### src/design/tty_line_discipline_rings_defines.svh
// Assertion macros for the terminal line discipline block
`ifndef TTY_LINE_DISCIPLINE_RINGS_DEFINES_SVH
`define TTY_LINE_DISCIPLINE_RINGS_DEFINES_SVH
// Implication checked on every clock edge out of reset
`define TLD_ASSERT_IMP(lbl, ante, cons) \
  lbl: assert property (@(posedge clk) disable iff (!rst_n) (ante) |-> (cons)) \
    else $error("tld check failed");
// Invariant checked on every clock edge out of reset
`define TLD_ASSERT_ALWAYS(lbl, expr) \
  lbl: assert property (@(posedge clk) disable iff (!rst_n) (expr)) \
    else $error("tld check failed");
`endif

### src/design/tld_pkg.sv
// Shared types and constants of the terminal line discipline
`timescale 1ns / 1ps
`default_nettype none
package tld_pkg;
  localparam logic [2:0] ACT_MWRITE = 3'd0;
  localparam logic [2:0] ACT_SWRITE = 3'd1;
  localparam logic [2:0] ACT_MREAD  = 3'd2;
  localparam logic [2:0] ACT_SREAD  = 3'd3;
  localparam logic [2:0] ACT_MFLUSH = 3'd4;
  localparam logic [2:0] ACT_SFLUSH = 3'd5;

  localparam logic [2:0] CFG_INPUT  = 3'd0;
  localparam logic [2:0] CFG_OUTPUT = 3'd1;
  localparam logic [2:0] CFG_LOCAL  = 3'd2;
  localparam logic [2:0] CFG_ERASE  = 3'd3;
  localparam logic [2:0] CFG_KILL   = 3'd4;

  localparam logic [7:0] CH_BS    = 8'h08;
  localparam logic [7:0] CH_TAB   = 8'h09;
  localparam logic [7:0] CH_LF    = 8'h0A;
  localparam logic [7:0] CH_CR    = 8'h0D;
  localparam logic [7:0] CH_SP    = 8'h20;
  localparam logic [7:0] CH_CARET = 8'h5E;
  localparam logic [7:0] CH_QUEST = 8'h3F;
  localparam logic [7:0] CH_DEL   = 8'h7F;

  // Ring selection for datapath commands
  typedef enum logic {RING_TM = 1'b0, RING_TS = 1'b1} ring_sel_t;

  // Controller to datapath command
  typedef struct packed {
    logic      push;      // write push_byte at tail of ring
    logic      pop;       // read at head, advance head
    logic      rd_last;   // read entry before tail of ring
    logic      drop_last; // step tail back one (to-slave ring only)
    logic      flush;
    ring_sel_t ring;
    logic [7:0] push_byte;
  } tld_cmd_t;

  // Datapath to controller status
  typedef struct packed {
    logic       tm_empty;
    logic       tm_free1; // at least one free slot
    logic       tm_free2; // at least two free slots
    logic       ts_empty;
    logic       ts_full;
    logic [7:0] rd_data;  // registered memory read
  } tld_stat_t;
endpackage
`default_nettype wire

### src/design/tld_ctrl.sv
// Sequencer of the line discipline: decodes items and issues ring commands
`timescale 1ns / 1ps
`default_nettype none
module tld_ctrl (
  input  wire logic              clk,
  input  wire logic              rst_n,
  input  wire logic              in_valid,
  output logic                   in_ready,
  input  wire logic [2:0]        in_action,
  input  wire logic [7:0]        in_data_byte,
  output logic                   out_valid,
  input  wire logic              out_ready,
  output logic                   out_accepted,
  output logic                   out_read_valid,
  output logic [7:0]             out_read_byte,
  input  wire logic              cfg_we,
  input  wire logic [2:0]        cfg_index,
  input  wire logic [7:0]        cfg_data,
  output tld_pkg::tld_cmd_t      cmd,
  input  wire tld_pkg::tld_stat_t stat
);
  typedef enum logic [3:0] {
    S_IDLE, S_DECODE, S_POP_WAIT, S_ER_RD, S_ER_WAIT, S_ER_CHK,
    S_EMIT, S_DONE
  } state_t;

  state_t state_r, state_nxt;
  logic [2:0] imode_r, omode_r;
  logic [4:0] lmode_r;
  logic [7:0] erase_r, kill_r;
  logic [2:0] act_r, act_nxt;
  logic [7:0] byte_r, byte_nxt;
  logic       kill_mode_r, kill_mode_nxt;
  // Pending emit bytes: up to three, with a count of those still to push
  logic [7:0] em0_r, em1_r, em2_r, em0_nxt, em1_nxt, em2_nxt;
  logic [1:0] em_n_r, em_n_nxt;
  logic       acc_r, acc_nxt, rv_r, rv_nxt, ov_r, ov_nxt;
  logic [7:0] rb_r, rb_nxt;

  logic [7:0] mapped;
  logic       canon, echo_on, do_echo, caret;

  // Configuration registers
  always_ff @(posedge clk) begin
    if (!rst_n) begin
      imode_r <= 3'd2; omode_r <= 3'd3; lmode_r <= 5'd7;
      erase_r <= 8'd127; kill_r <= 8'd21;
    end else if (cfg_we) begin
      case (cfg_index)
        tld_pkg::CFG_INPUT:  imode_r <= cfg_data[2:0];
        tld_pkg::CFG_OUTPUT: omode_r <= cfg_data[2:0];
        tld_pkg::CFG_LOCAL:  lmode_r <= cfg_data[4:0];
        tld_pkg::CFG_ERASE:  erase_r <= cfg_data;
        tld_pkg::CFG_KILL:   kill_r  <= cfg_data;
        default: ;
      endcase
    end
  end

  // Input mapping of a master byte
  always_comb begin
    mapped = byte_r;
    if (imode_r[1] && byte_r == tld_pkg::CH_CR) mapped = tld_pkg::CH_LF;
    else if (imode_r[2] && byte_r == tld_pkg::CH_LF) mapped = tld_pkg::CH_CR;
  end
  assign canon   = lmode_r[0];
  assign echo_on = lmode_r[1] && lmode_r[2];
  assign caret   = lmode_r[4];
  assign do_echo = lmode_r[1] || (lmode_r[3] && mapped == tld_pkg::CH_LF);

  assign in_ready = (state_r == S_IDLE) && !ov_r;
  assign out_valid = ov_r;
  assign out_accepted = acc_r;
  assign out_read_valid = rv_r;
  assign out_read_byte = rb_r;

  // Next state and commands
  always_comb begin
    state_nxt = state_r;
    act_nxt = act_r; byte_nxt = byte_r; kill_mode_nxt = kill_mode_r;
    em0_nxt = em0_r; em1_nxt = em1_r; em2_nxt = em2_r; em_n_nxt = em_n_r;
    acc_nxt = acc_r; rv_nxt = rv_r; rb_nxt = rb_r; ov_nxt = ov_r;
    cmd = '0;
    cmd.ring = tld_pkg::RING_TM;
    if (ov_r && out_ready) ov_nxt = 1'b0;
    case (state_r)
      S_IDLE: begin
        if (in_valid && in_ready) begin
          act_nxt = in_action; byte_nxt = in_data_byte;
          acc_nxt = 1'b0; rv_nxt = 1'b0; rb_nxt = '0;
          kill_mode_nxt = 1'b0;
          state_nxt = S_DECODE;
        end
      end
      S_DECODE: begin
        state_nxt = S_DONE;
        case (act_r)
          tld_pkg::ACT_MWRITE: begin
            acc_nxt = 1'b1;
            if (imode_r[0] && byte_r == tld_pkg::CH_CR) begin
              state_nxt = S_DONE;
            end else if (canon && erase_r != 8'd0 && mapped == erase_r) begin
              kill_mode_nxt = 1'b0; state_nxt = S_ER_RD;
            end else if (canon && kill_r != 8'd0 && mapped == kill_r) begin
              kill_mode_nxt = 1'b1; state_nxt = S_ER_RD;
            end else if (stat.ts_full) begin
              acc_nxt = 1'b0;
            end else begin
              cmd.push = 1'b1; cmd.ring = tld_pkg::RING_TS; cmd.push_byte = mapped;
              em_n_nxt = 2'd0;
              if (do_echo) begin
                state_nxt = S_EMIT;
                if (caret && mapped < 8'd32 && mapped != tld_pkg::CH_TAB &&
                    mapped != tld_pkg::CH_LF && mapped != tld_pkg::CH_CR) begin
                  em0_nxt = tld_pkg::CH_CARET; em1_nxt = mapped + 8'd64;
                  em_n_nxt = 2'd2;
                end else if (caret && mapped == tld_pkg::CH_DEL) begin
                  em0_nxt = tld_pkg::CH_CARET; em1_nxt = tld_pkg::CH_QUEST;
                  em_n_nxt = 2'd2;
                end else if (omode_r[0] && omode_r[1] && mapped == tld_pkg::CH_LF) begin
                  if (stat.tm_free2) begin
                    em0_nxt = tld_pkg::CH_CR; em1_nxt = tld_pkg::CH_LF;
                    em_n_nxt = 2'd2;
                  end
                end else if (stat.tm_free1) begin
                  em0_nxt = (omode_r[0] && omode_r[2] && mapped == tld_pkg::CH_CR)
                            ? tld_pkg::CH_LF : mapped;
                  em_n_nxt = 2'd1;
                end
              end
            end
          end
          tld_pkg::ACT_SWRITE: begin
            if (omode_r[0] && omode_r[1] && byte_r == tld_pkg::CH_LF) begin
              if (stat.tm_free2) begin
                acc_nxt = 1'b1; cmd.push = 1'b1; cmd.push_byte = tld_pkg::CH_CR;
                em0_nxt = tld_pkg::CH_LF; em_n_nxt = 2'd1; state_nxt = S_EMIT;
              end
            end else if (stat.tm_free1) begin
              acc_nxt = 1'b1; cmd.push = 1'b1;
              cmd.push_byte = (omode_r[0] && omode_r[2] && byte_r == tld_pkg::CH_CR)
                              ? tld_pkg::CH_LF : byte_r;
            end
          end
          tld_pkg::ACT_MREAD: begin
            if (!stat.tm_empty) begin
              cmd.pop = 1'b1; rv_nxt = 1'b1; state_nxt = S_POP_WAIT;
            end
          end
          tld_pkg::ACT_SREAD: begin
            if (!stat.ts_empty) begin
              cmd.pop = 1'b1; cmd.ring = tld_pkg::RING_TS;
              rv_nxt = 1'b1; state_nxt = S_POP_WAIT;
            end
          end
          tld_pkg::ACT_MFLUSH: cmd.flush = 1'b1;
          tld_pkg::ACT_SFLUSH: begin
            cmd.flush = 1'b1; cmd.ring = tld_pkg::RING_TS;
          end
          default: ;
        endcase
      end
      S_POP_WAIT: begin
        rb_nxt = stat.rd_data; state_nxt = S_DONE;
      end
      // Read the last to-slave byte
      S_ER_RD: begin
        cmd.ring = tld_pkg::RING_TS; cmd.rd_last = 1'b1;
        state_nxt = stat.ts_empty ? S_DONE : S_ER_WAIT;
      end
      S_ER_WAIT: begin
        cmd.ring = tld_pkg::RING_TS; cmd.rd_last = 1'b1;
        state_nxt = S_ER_CHK;
      end
      S_ER_CHK: begin
        if (stat.rd_data == tld_pkg::CH_LF) begin
          state_nxt = S_DONE;
        end else begin
          cmd.ring = tld_pkg::RING_TS; cmd.drop_last = 1'b1;
          em0_nxt = tld_pkg::CH_BS; em1_nxt = tld_pkg::CH_SP;
          em2_nxt = tld_pkg::CH_BS;
          em_n_nxt = echo_on ? 2'd3 : 2'd0;
          state_nxt = S_EMIT;
        end
      end
      // Push echo bytes one a cycle, drop the rest once full
      S_EMIT: begin
        if (em_n_r == 2'd0 || !stat.tm_free1) begin
          em_n_nxt = 2'd0;
          // Keep walking back through the line while a kill is running
          state_nxt = kill_mode_r ? S_ER_RD : S_DONE;
        end else begin
          cmd.push = 1'b1; cmd.push_byte = em0_r;
          em0_nxt = em1_r; em1_nxt = em2_r; em_n_nxt = em_n_r - 2'd1;
        end
      end
      S_DONE: begin
        ov_nxt = 1'b1; state_nxt = S_IDLE;
      end
      default: state_nxt = S_IDLE;
    endcase
  end

  // State and registered outputs
  always_ff @(posedge clk) begin
    if (!rst_n) begin
      state_r <= S_IDLE; ov_r <= 1'b0; kill_mode_r <= 1'b0; em_n_r <= '0;
    end else begin
      state_r <= state_nxt; ov_r <= ov_nxt; kill_mode_r <= kill_mode_nxt;
      em_n_r <= em_n_nxt;
    end
    act_r <= act_nxt; byte_r <= byte_nxt;
    em0_r <= em0_nxt; em1_r <= em1_nxt; em2_r <= em2_nxt;
    acc_r <= acc_nxt; rv_r <= rv_nxt; rb_r <= rb_nxt;
  end
endmodule
`default_nettype wire
### config.mk
export PLATFORM = sky130hd
export DESIGN_NAME = tld_ctrl
export DESIGN_NICKNAME = d
export VERILOG_FILES = /design/src/design/tty_line_discipline_rings_defines.svh /design/src/design/tld_pkg.sv /design/src/design/tld_ctrl.sv
export SDC_FILE = /design/constraint.sdc
export NUM_CORES = 1
export LEC_CHECK = 0
export BUFFER_PORTS_ARGS = -buffer_cell sky130_fd_sc_hd__buf_2
export CAP_MARGIN = 20
export CELL_PAD_IN_SITES_DETAIL_PLACEMENT = 1
export CELL_PAD_IN_SITES_GLOBAL_PLACEMENT = 1
export CORE_ASPECT_RATIO = 0.6
export CORE_MARGIN = 3
export CORE_UTILIZATION = 37
export CTS_CLUSTER_SIZE = 25
export DETAILED_ROUTE_END_ITERATION = 8
export PLACE_DENSITY = 0.68
export SYNTH_ARGS = -nofsm -noshare
export SYNTH_HDL_FRONTEND = slang
export SYNTH_SLANG_ARGS = --single-unit
### constraint.sdc
create_clock -name clk -period 3.35 [get_ports clk]
set_clock_uncertainty 0.05 [all_clocks]
set_input_delay 0.67 -clock clk [delete_from_list [all_inputs] [get_ports clk]]
set_output_delay 0.67 -clock clk [all_outputs]
set_load 0.02 [all_outputs]
Yosys cells after proc, flatten, opt, wreduce, memory -nomap -nowiden

Cells that the tools add are included.

Register bits after elaboration: 72
Output and inout port bits: 26
Word-level logic and storage cells: 245

Add/subtract/negate cells: 2
Order comparisons: 1
Eq/ne operators: 55
Mux-type cells: 118
Reduce and logical (&&, ||, !) cells: 53

Operator list:

| kind                                                                   | count |
|---|---|
| 8-bit 2-to-1 mux                                                       | 33 |
| 8-bit case mux with 2 select lines                                     | 4 |
| 8-bit case mux with 3 select lines                                     | 2 |
| 8-bit by 4-bit equality test with 1-bit output (second input constant) | 5 |
| 1-bit 2-to-1 mux                                                       | 37 |
| 9-bit 2-to-1 mux                                                       | 4 |
| 2-bit 2-to-1 mux                                                       | 15 |
| 3-bit != test (second input constant)                                  | 10 |
| 4-bit case mux with 7 select lines                                     | 1 |
| 8-bit by 4-bit != test with 1-bit output (second input constant)       | 3 |
| 1-bit logical AND                                                      | 23 |
| 3-bit 2-to-1 mux                                                       | 6 |
| 4-bit by 3-bit equality test with 1-bit output (second input constant) | 4 |
| 8-bit equality test                                                    | 2 |
| 2-bit != test (second input constant)                                  | 8 |
| 4-bit != test (second input constant)                                  | 4 |
| 1-bit case mux with 2 select lines                                     | 8 |
| 2-bit AND reduction                                                    | 8 |
| 8-bit nonzero test                                                     | 2 |
| 5-bit AND reduction                                                    | 3 |
| 13-bit AND reduction                                                   | 1 |
| 3-bit by 2-bit equality test with 1-bit output (second input constant) | 4 |
| 4-bit 2-to-1 mux                                                       | 3 |
| 6-bit != test (second input constant)                                  | 2 |
| 24 further kinds                                                       | 37 |

Longest topological paths before layout

Gate-level depths: netlist of the first run.

Depth in word-level cells: 18
Gate-level depth with buffers: 10

Worst setup path after synthesis of the first run

Ideal clock, no wire load.

Path kind: reg-to-output
Start: reg byte_r[2]
End: out cmd[0] (netlist name)
Arrival: 2.219 ns
Setup slack: 0.411 ns
Stages on the path, launching flop included: 10
Cell sequence: edfxtp_1 -> buf_6 -> nor4b_4 -> a31oi_2 -> nor2_4 -> xor2_1 -> nand4_2 -> nand4b_4 -> nor2_1 -> a221o_1

RTL lines:

| what                   | line            | text |
|---|---|---|
| start, declared        | tld_ctrl.sv:32  | `logic [7:0] byte_r, byte_nxt;` |
| start signal, assigned | tld_ctrl.sv:212 | `act_r <= act_nxt; byte_r <= byte_nxt;` |
| end, declared          | tld_ctrl.sv:19  | `output tld_pkg::tld_cmd_t cmd,` |

==> results of run 1 <==
[logic make-up after synthesis]
kind of cell    Yosys count
compound gates           95
simple gates            197
mux                      13
xor+xnor                 14
fa+ha+maj                 3
flops                    71
buf+inv                  34
[worst reg2reg max path, stage by stage, from the launching register on]
cell and delay [ns]:
edfxtp_1 0.41, buf_6 0.16, nor3b_4 0.29, and2_4 0.26, a21oi_4 0.09, buf_4 0.15, buf_4 0.15, nor4_4 0.49
nand2b_1 0.20, a21oi_1 0.07, or3_1 0.34, and3_2 0.30
[metal layers]
layer	wire length, um	vias to the layer above
li1	-	1745
met1	7230	1878
met2	5720	138
met3	886	14
met4	116	0
met5	0	-
[registers in the layout (all words and copies together), names as in the netlist, 2 cells and up]
| name | flops |
|---|---|
| em0_r | 8 |
| lmode_r | 5 |
| out_read_byte | 8 |
| kill_r | 8 |
| em1_r | 8 |
| omode_r | 3 |
| state_r | 3 |
| act_r | 3 |
| erase_r | 8 |
| em_n_r | 2 |
| imode_r | 3 |
| byte_r | 8 |
[where the power goes]
part / total, uW / internal, uW / switching, uW
Combinational: 1220 / 446 / 771
Sequential: 1240 / 1120 / 117
Clock: 1040 / 666 / 378
Total: 3500 / 2240 / 1270
[cell usage in the layout, fill, tap and decap left out, drive strengths merged, types with 2 or more instances in the layout]
cell type    n
or3          3
edfxtp      37
a22o        10
ha           3
inv         13
a31oi        7
o21ai       19
a221oi       2
and3b        2
nor4         6
a221o        2
a41oi        2
o31ai        2
xnor2        6
xor2         8
clkbuf      13
a211oi       4
clkinv       3
a21oi       24
nor4b        3
nor2        24
and2         5
or2          2
nor3        10
a21boi       8
nand2       79
mux2i       12
o22ai        2
or4          2
and3        14
nand3       24
and4         2
a21o         2
nor3b        2
nor2b        7
buf        101
nand2b       4
dfxtp       34
nand4        5
[path summary, 6_finish.rpt]
path | from | slack, ns | endpoint
max | byte_r[5]$_DFFE_PP_ | -0.08 | cmd[1]
min | erase_r[6]$_SDFFE_PN1P_ | 0.45 | erase_r[6]$_SDFFE_PN1P_
max reg2reg | byte_r[5]$_DFFE_PP_ | 0.14 | em0_r[4]$_DFFE_PP_
min reg2reg | erase_r[6]$_SDFFE_PN1P_ | 0.45 | erase_r[6]$_SDFFE_PN1P_
[timing repair]
item / in CTS / in global routing
setup endpoints to repair: 10 / 18
buffers inserted: 10 / 3
pin swaps: 11 / 13
gates resized for setup: 16 / 15
[area by class of cell]
cell class | count | area share
multi-input cells | 322 | 0.417
flip-flops and latches | 71 | 0.349
repair buffers | 102 | 0.127
clock buffers | 12 | 0.0544
well taps | 135 | 0.0329
clock inverters | 4 | 0.00951
inverters | 13 | 0.00951
[metrics by stage]
stage          hold slack (ns)   util  setup TNS, ns  power [uW]  cells
2_1_floorplan            0.392      -              0        1940    427
3_3_place_gp             0.424  0.447              0        2310    629
3_5_place_dp             0.438  0.447              0        2350    629
4_1_cts                  0.446  0.493         -0.573        3460    655
5_1_grt                  0.451  0.503          -1.58        3680    659
6_report                 0.450  0.503         -0.341        3500    659
==> results_dict.tcl, run 1 <==
set metrics [dict create \
    core_um2 10200 \
    vias 3775 \
    synth-compound-area-share 0.171 \
    synthXorXnorAreaFrac 0.0306 \
    fp.dieH_um 86.6 \
    synth_area_um2 4000 \
    violations "negative setup slack" \
    via_per_inst 5.73 \
    crit_fanout 8 \
    fin_area_um2 5130 \
    synth_cells 427 \
    grt_overflow 0 \
    async_flop_share 0 \
    powerDensity_nw_per_um2 683 \
    slowest_delay_ns 0.41 \
    cp_top_family "simple AND/OR/NAND/NOR gates" \
    tightest_slew_ns 0.724 \
    synth-simple-area-share 0.270 \
    synth_fa_ha_area_frac 0.00938 \
    io_buffer_count 65 \
    wl_per_cell_um 21.2 \
    start_util 0.392 \
    yosys-top-cells-area "edfxtp_1 (28%), dfxtp_1 (17%), nand2_1 (7.4%)" \
    cp.required_ns 2.63 \
    htree_levels 3 \
    met2_usage 0.329 \
    ys_types 70 \
    synth-seq-area-share 0.448 \
    status "finished with violations" \
    busiest_layer "met1" \
    cts_root_buffer "clkbuf_16" \
    cp_common_cell "buf_4" \
    netlist.area_leader.share 0.278 \
    yosysTopAreaCell "edfxtp_1" \
    yosysMostFrequentCell "nand2_1" \
    synth-edff-count 37 \
    synthMuxAreaShare 0.0328 \
    multi_input_area_um2 2140 \
    firstDrtPassIters 5 \
    num_rows 28 \
    finalCritPeriodShare 1.02 \
    use_met1 0.359 \
    slowest_stage "edfxtp_1" \
    gr-usage-met3 0.0546 \
    postCtsHoldBufs 0 \
    antenna_cells 0 \
    regArea_um2 1790 \
    yosys_warnings 0 \
    fp.dieW_um 140 \
    num-nets-final 562 \
    nFillCells 1181 \
    timing.fmax_ghz 0.292 \
    synth_common_cells "nand2_1 (79), edfxtp_1 (37), dfxtp_1 (34)" \
    path_clk_slew_ns 0.06 \
    drc 0 \
    ant_nets 0 \
    dieArea_um2 12100 \
    cts.sinks 71 \
    relSlewSlack 0.516 \
    synth_seq_cells 71 \
    max_cap_violations 0 \
    drt_iter0_drc 306 \
    setup_viol 8 \
    num_io_pins 66 \
    min_path_type "reg -> reg" \
    grt_pass1_wl_mm 21.7 \
    setup.worst_path.end_class "output port" \
    finalHoldViolCount 0 \
    clk_latency_ns 0.34 \
    rsz0062_at_grt "true" \
    antenna_found_initial 0 \
    grt_pass1_vias 3757 \
    grt.total_usage 0.233 \
    grt_max_degree 35 \
    pre_cts_slack_ns 0.105 \
    crit_cells 10 \
    start_kind "register" \
    cp.arrival_ns 2.71 \
    maxSlewViolCount 0 \
    p_leak_uw 0.00208 \
    synth_top_family_by_area "simple AND/OR/NAND/NOR gates" \
    fin_ws_ns -0.0768 \
    dp_hpwl_mm 10.7 \
    area_growth_syn_to_layout_pct 28.2 \
    reg2regPathDepth 11 \
    drive_gt1_frac 0.290 \
    place_area_um2 4560 \
    clockBufferDepth 2 \
    gp_congestion 0.940 \
    numCtsBuffers 9 \
    cts_tree "yes" \
    holdPathStages 2 \
    fin_crit_ns 3.43 \
    syn-num-nets 470 \
    wl_mm 14.0 \
    cp.buffers_inverters 3 \
    crit_chain "buf_6 -> nor3b_4 -> and4_4 -> nor2_4 -> xor2_2 -> nand4_2 -> nand4b_4 -> buf_4 -> o31ai_2 -> buf_4" \
    ir_drop_uv 316 \
    avgSynthCellArea_um2 9.37 \
    synthFlopType "edfxtp_1" \
    crit_type "reg -> out" \
]
No activity file was read; power rests on OpenSTA's default activity.
==> run 2: changes to the inputs <==
- SETUP_SLACK_MARGIN: default -> 0.1
==> results_dict.tcl, run 2 (synthesis gave the netlist of run 1 again) <==
set metrics [dict create \
    status "finished with violations" \
    violations "negative setup slack" \
    timing.fmax_ghz 0.290 \
    fin_ws_ns -0.104 \
    clockBufferDepth 2 \
    start_kind "register" \
    area_growth_syn_to_layout_pct 29.1 \
    p_leak_uw 0.00209 \
    dieArea_um2 12100 \
    placed_cells 629 \
    dp_hpwl_mm 10.7 \
    via_per_inst 5.73 \
    crit_chain "buf_6 -> nor4b_4 -> a21oi_2 -> a21oi_4 -> xnor2_2 -> nand4_2 -> nand4b_4 -> o22ai_2 -> o31a_1 -> buf_6" \
    cp.buffers_inverters 2 \
    wl_mm 14.0 \
    nFillCells 1181 \
    stdcell_count 662 \
    grt_overflow 0 \
    relSlewSlack 0.490 \
    gp_congestion 0.940 \
    final_common_cell "nand2_1" \
    grt_pass1_vias 3781 \
    cp_top_family "compound AO/OA/AOI/OAI gates" \
    worst_hold_slack_ns 0.447 \
    start_util 0.392 \
    cts.sinks 71 \
    num_rows 28 \
    fp.dieH_um 86.6 \
    rsz0062_at_grt "true" \
    vias 3795 \
    grt.total_usage 0.234 \
    drc 0 \
    ir_drop_uv 306 \
    pre_cts_slack_ns 0.105 \
    firstDrtPassIters 5 \
    powerDensity_nw_per_um2 678 \
    finalHoldViolCount 0 \
    cts_root_buffer "clkbuf_16" \
    io_buffer_count 65 \
    cp.required_ns 2.63 \
    slowest_stage "edfxtp_1" \
    multi_input_area_um2 2150 \
    regArea_um2 1790 \
    grt_max_degree 35 \
    tightest_slew_ns 0.760 \
    path_clk_slew_ns 0.06 \
    htree_levels 3 \
    max_cap_violations 0 \
    antenna_cells 0 \
    antenna_found_initial 0 \
    drt_iter0_drc 379 \
    fp.dieW_um 140 \
    slowest_delay_ns 0.52 \
    clk_latency_ns 0.34 \
    min_path_type "reg -> reg" \
    setup.worst_path.end_class "output port" \
    cts_tree "yes" \
    drive_gt1_frac 0.294 \
    wl_per_cell_um 21.1 \
    cp.arrival_ns 2.73 \
    ant_nets 0 \
    core_um2 10200 \
    crit_type "reg -> out" \
    num-nets-final 565 \
    maxSlewViolCount 0 \
    setup_viol 9 \
    numCtsBuffers 9 \
    crit_fanout 8 \
    final_cell_mix "nand2_1 (79), buf_2 (55), buf_4 (43)" \
    cp_common_cell "buf_6" \
    fin_crit_ns 3.45 \
    postCtsHoldBufs 0 \
    finalCritPeriodShare 1.03 \
    grt_pass1_wl_mm 21.8 \
    total_power_uw 3500 \
    num_io_pins 66 \
]
run 2: per-layer routing:
layer	GRT usage	vias to the layer above	wire length, um
li1	-	1759	-
met2	0.329	134	5780
met5	0	-	0
met3	0.0546	10	1010
met1	0.362	1892	7090
met4	0.0528	0	107
run 2: layout make-up:
class	count	share of cell area
Inverter	13	0.00945
Timing Repair Buffer	105	0.131
Multi-Input combinational cell	322	0.416
Clock inverter	4	0.00945
Tap cell	135	0.0327
Sequential cell	71	0.347
Clock buffer	12	0.0540
run 2: stage by stage:
stage           util  setup TNS (ns)  area [um^2]
2_1_floorplan      -               0         4000
3_3_place_gp   0.447               0         4560
3_5_place_dp   0.447               0         4560
4_1_cts        0.497          -0.555         5070
5_1_grt        0.507           -1.81         5160
6_report       0.507          -0.579         5160
run 2: tightest hold or removal path: stages, from the launching register on:
cell     delay [ns]
dfxtp_1        0.32
nand2_1        0.06
nand3_1        0.06
run 2: path summary, 6_finish.rpt:
path	start	to	slack, ns	cells past startpoint
worst max-delay path	byte_r[4]$_DFFE_PP_	cmd[8]	-0.10	10
worst min-delay path	erase_r[6]$_SDFFE_PN1P_	erase_r[6]$_SDFFE_PN1P_	0.45	2
worst max register to register	byte_r[4]$_DFFE_PP_	em0_r[4]$_DFFE_PP_	0.27	10
worst min register to register	erase_r[6]$_SDFFE_PN1P_	erase_r[6]$_SDFFE_PN1P_	0.45	2
run 2: repair_timing:
action	CTS	global route
pin swaps	13	11
setup endpoints to repair	10	26
setup buffers	14	3
gates cloned	0	0
resized for setup	18	14
run 2: power by group:
part           switching [uW]  internal (uW)  leakage (uW)
sequential                116           1130      0.000623
combinational             769            447       0.00130
clock                     377            666      0.000163
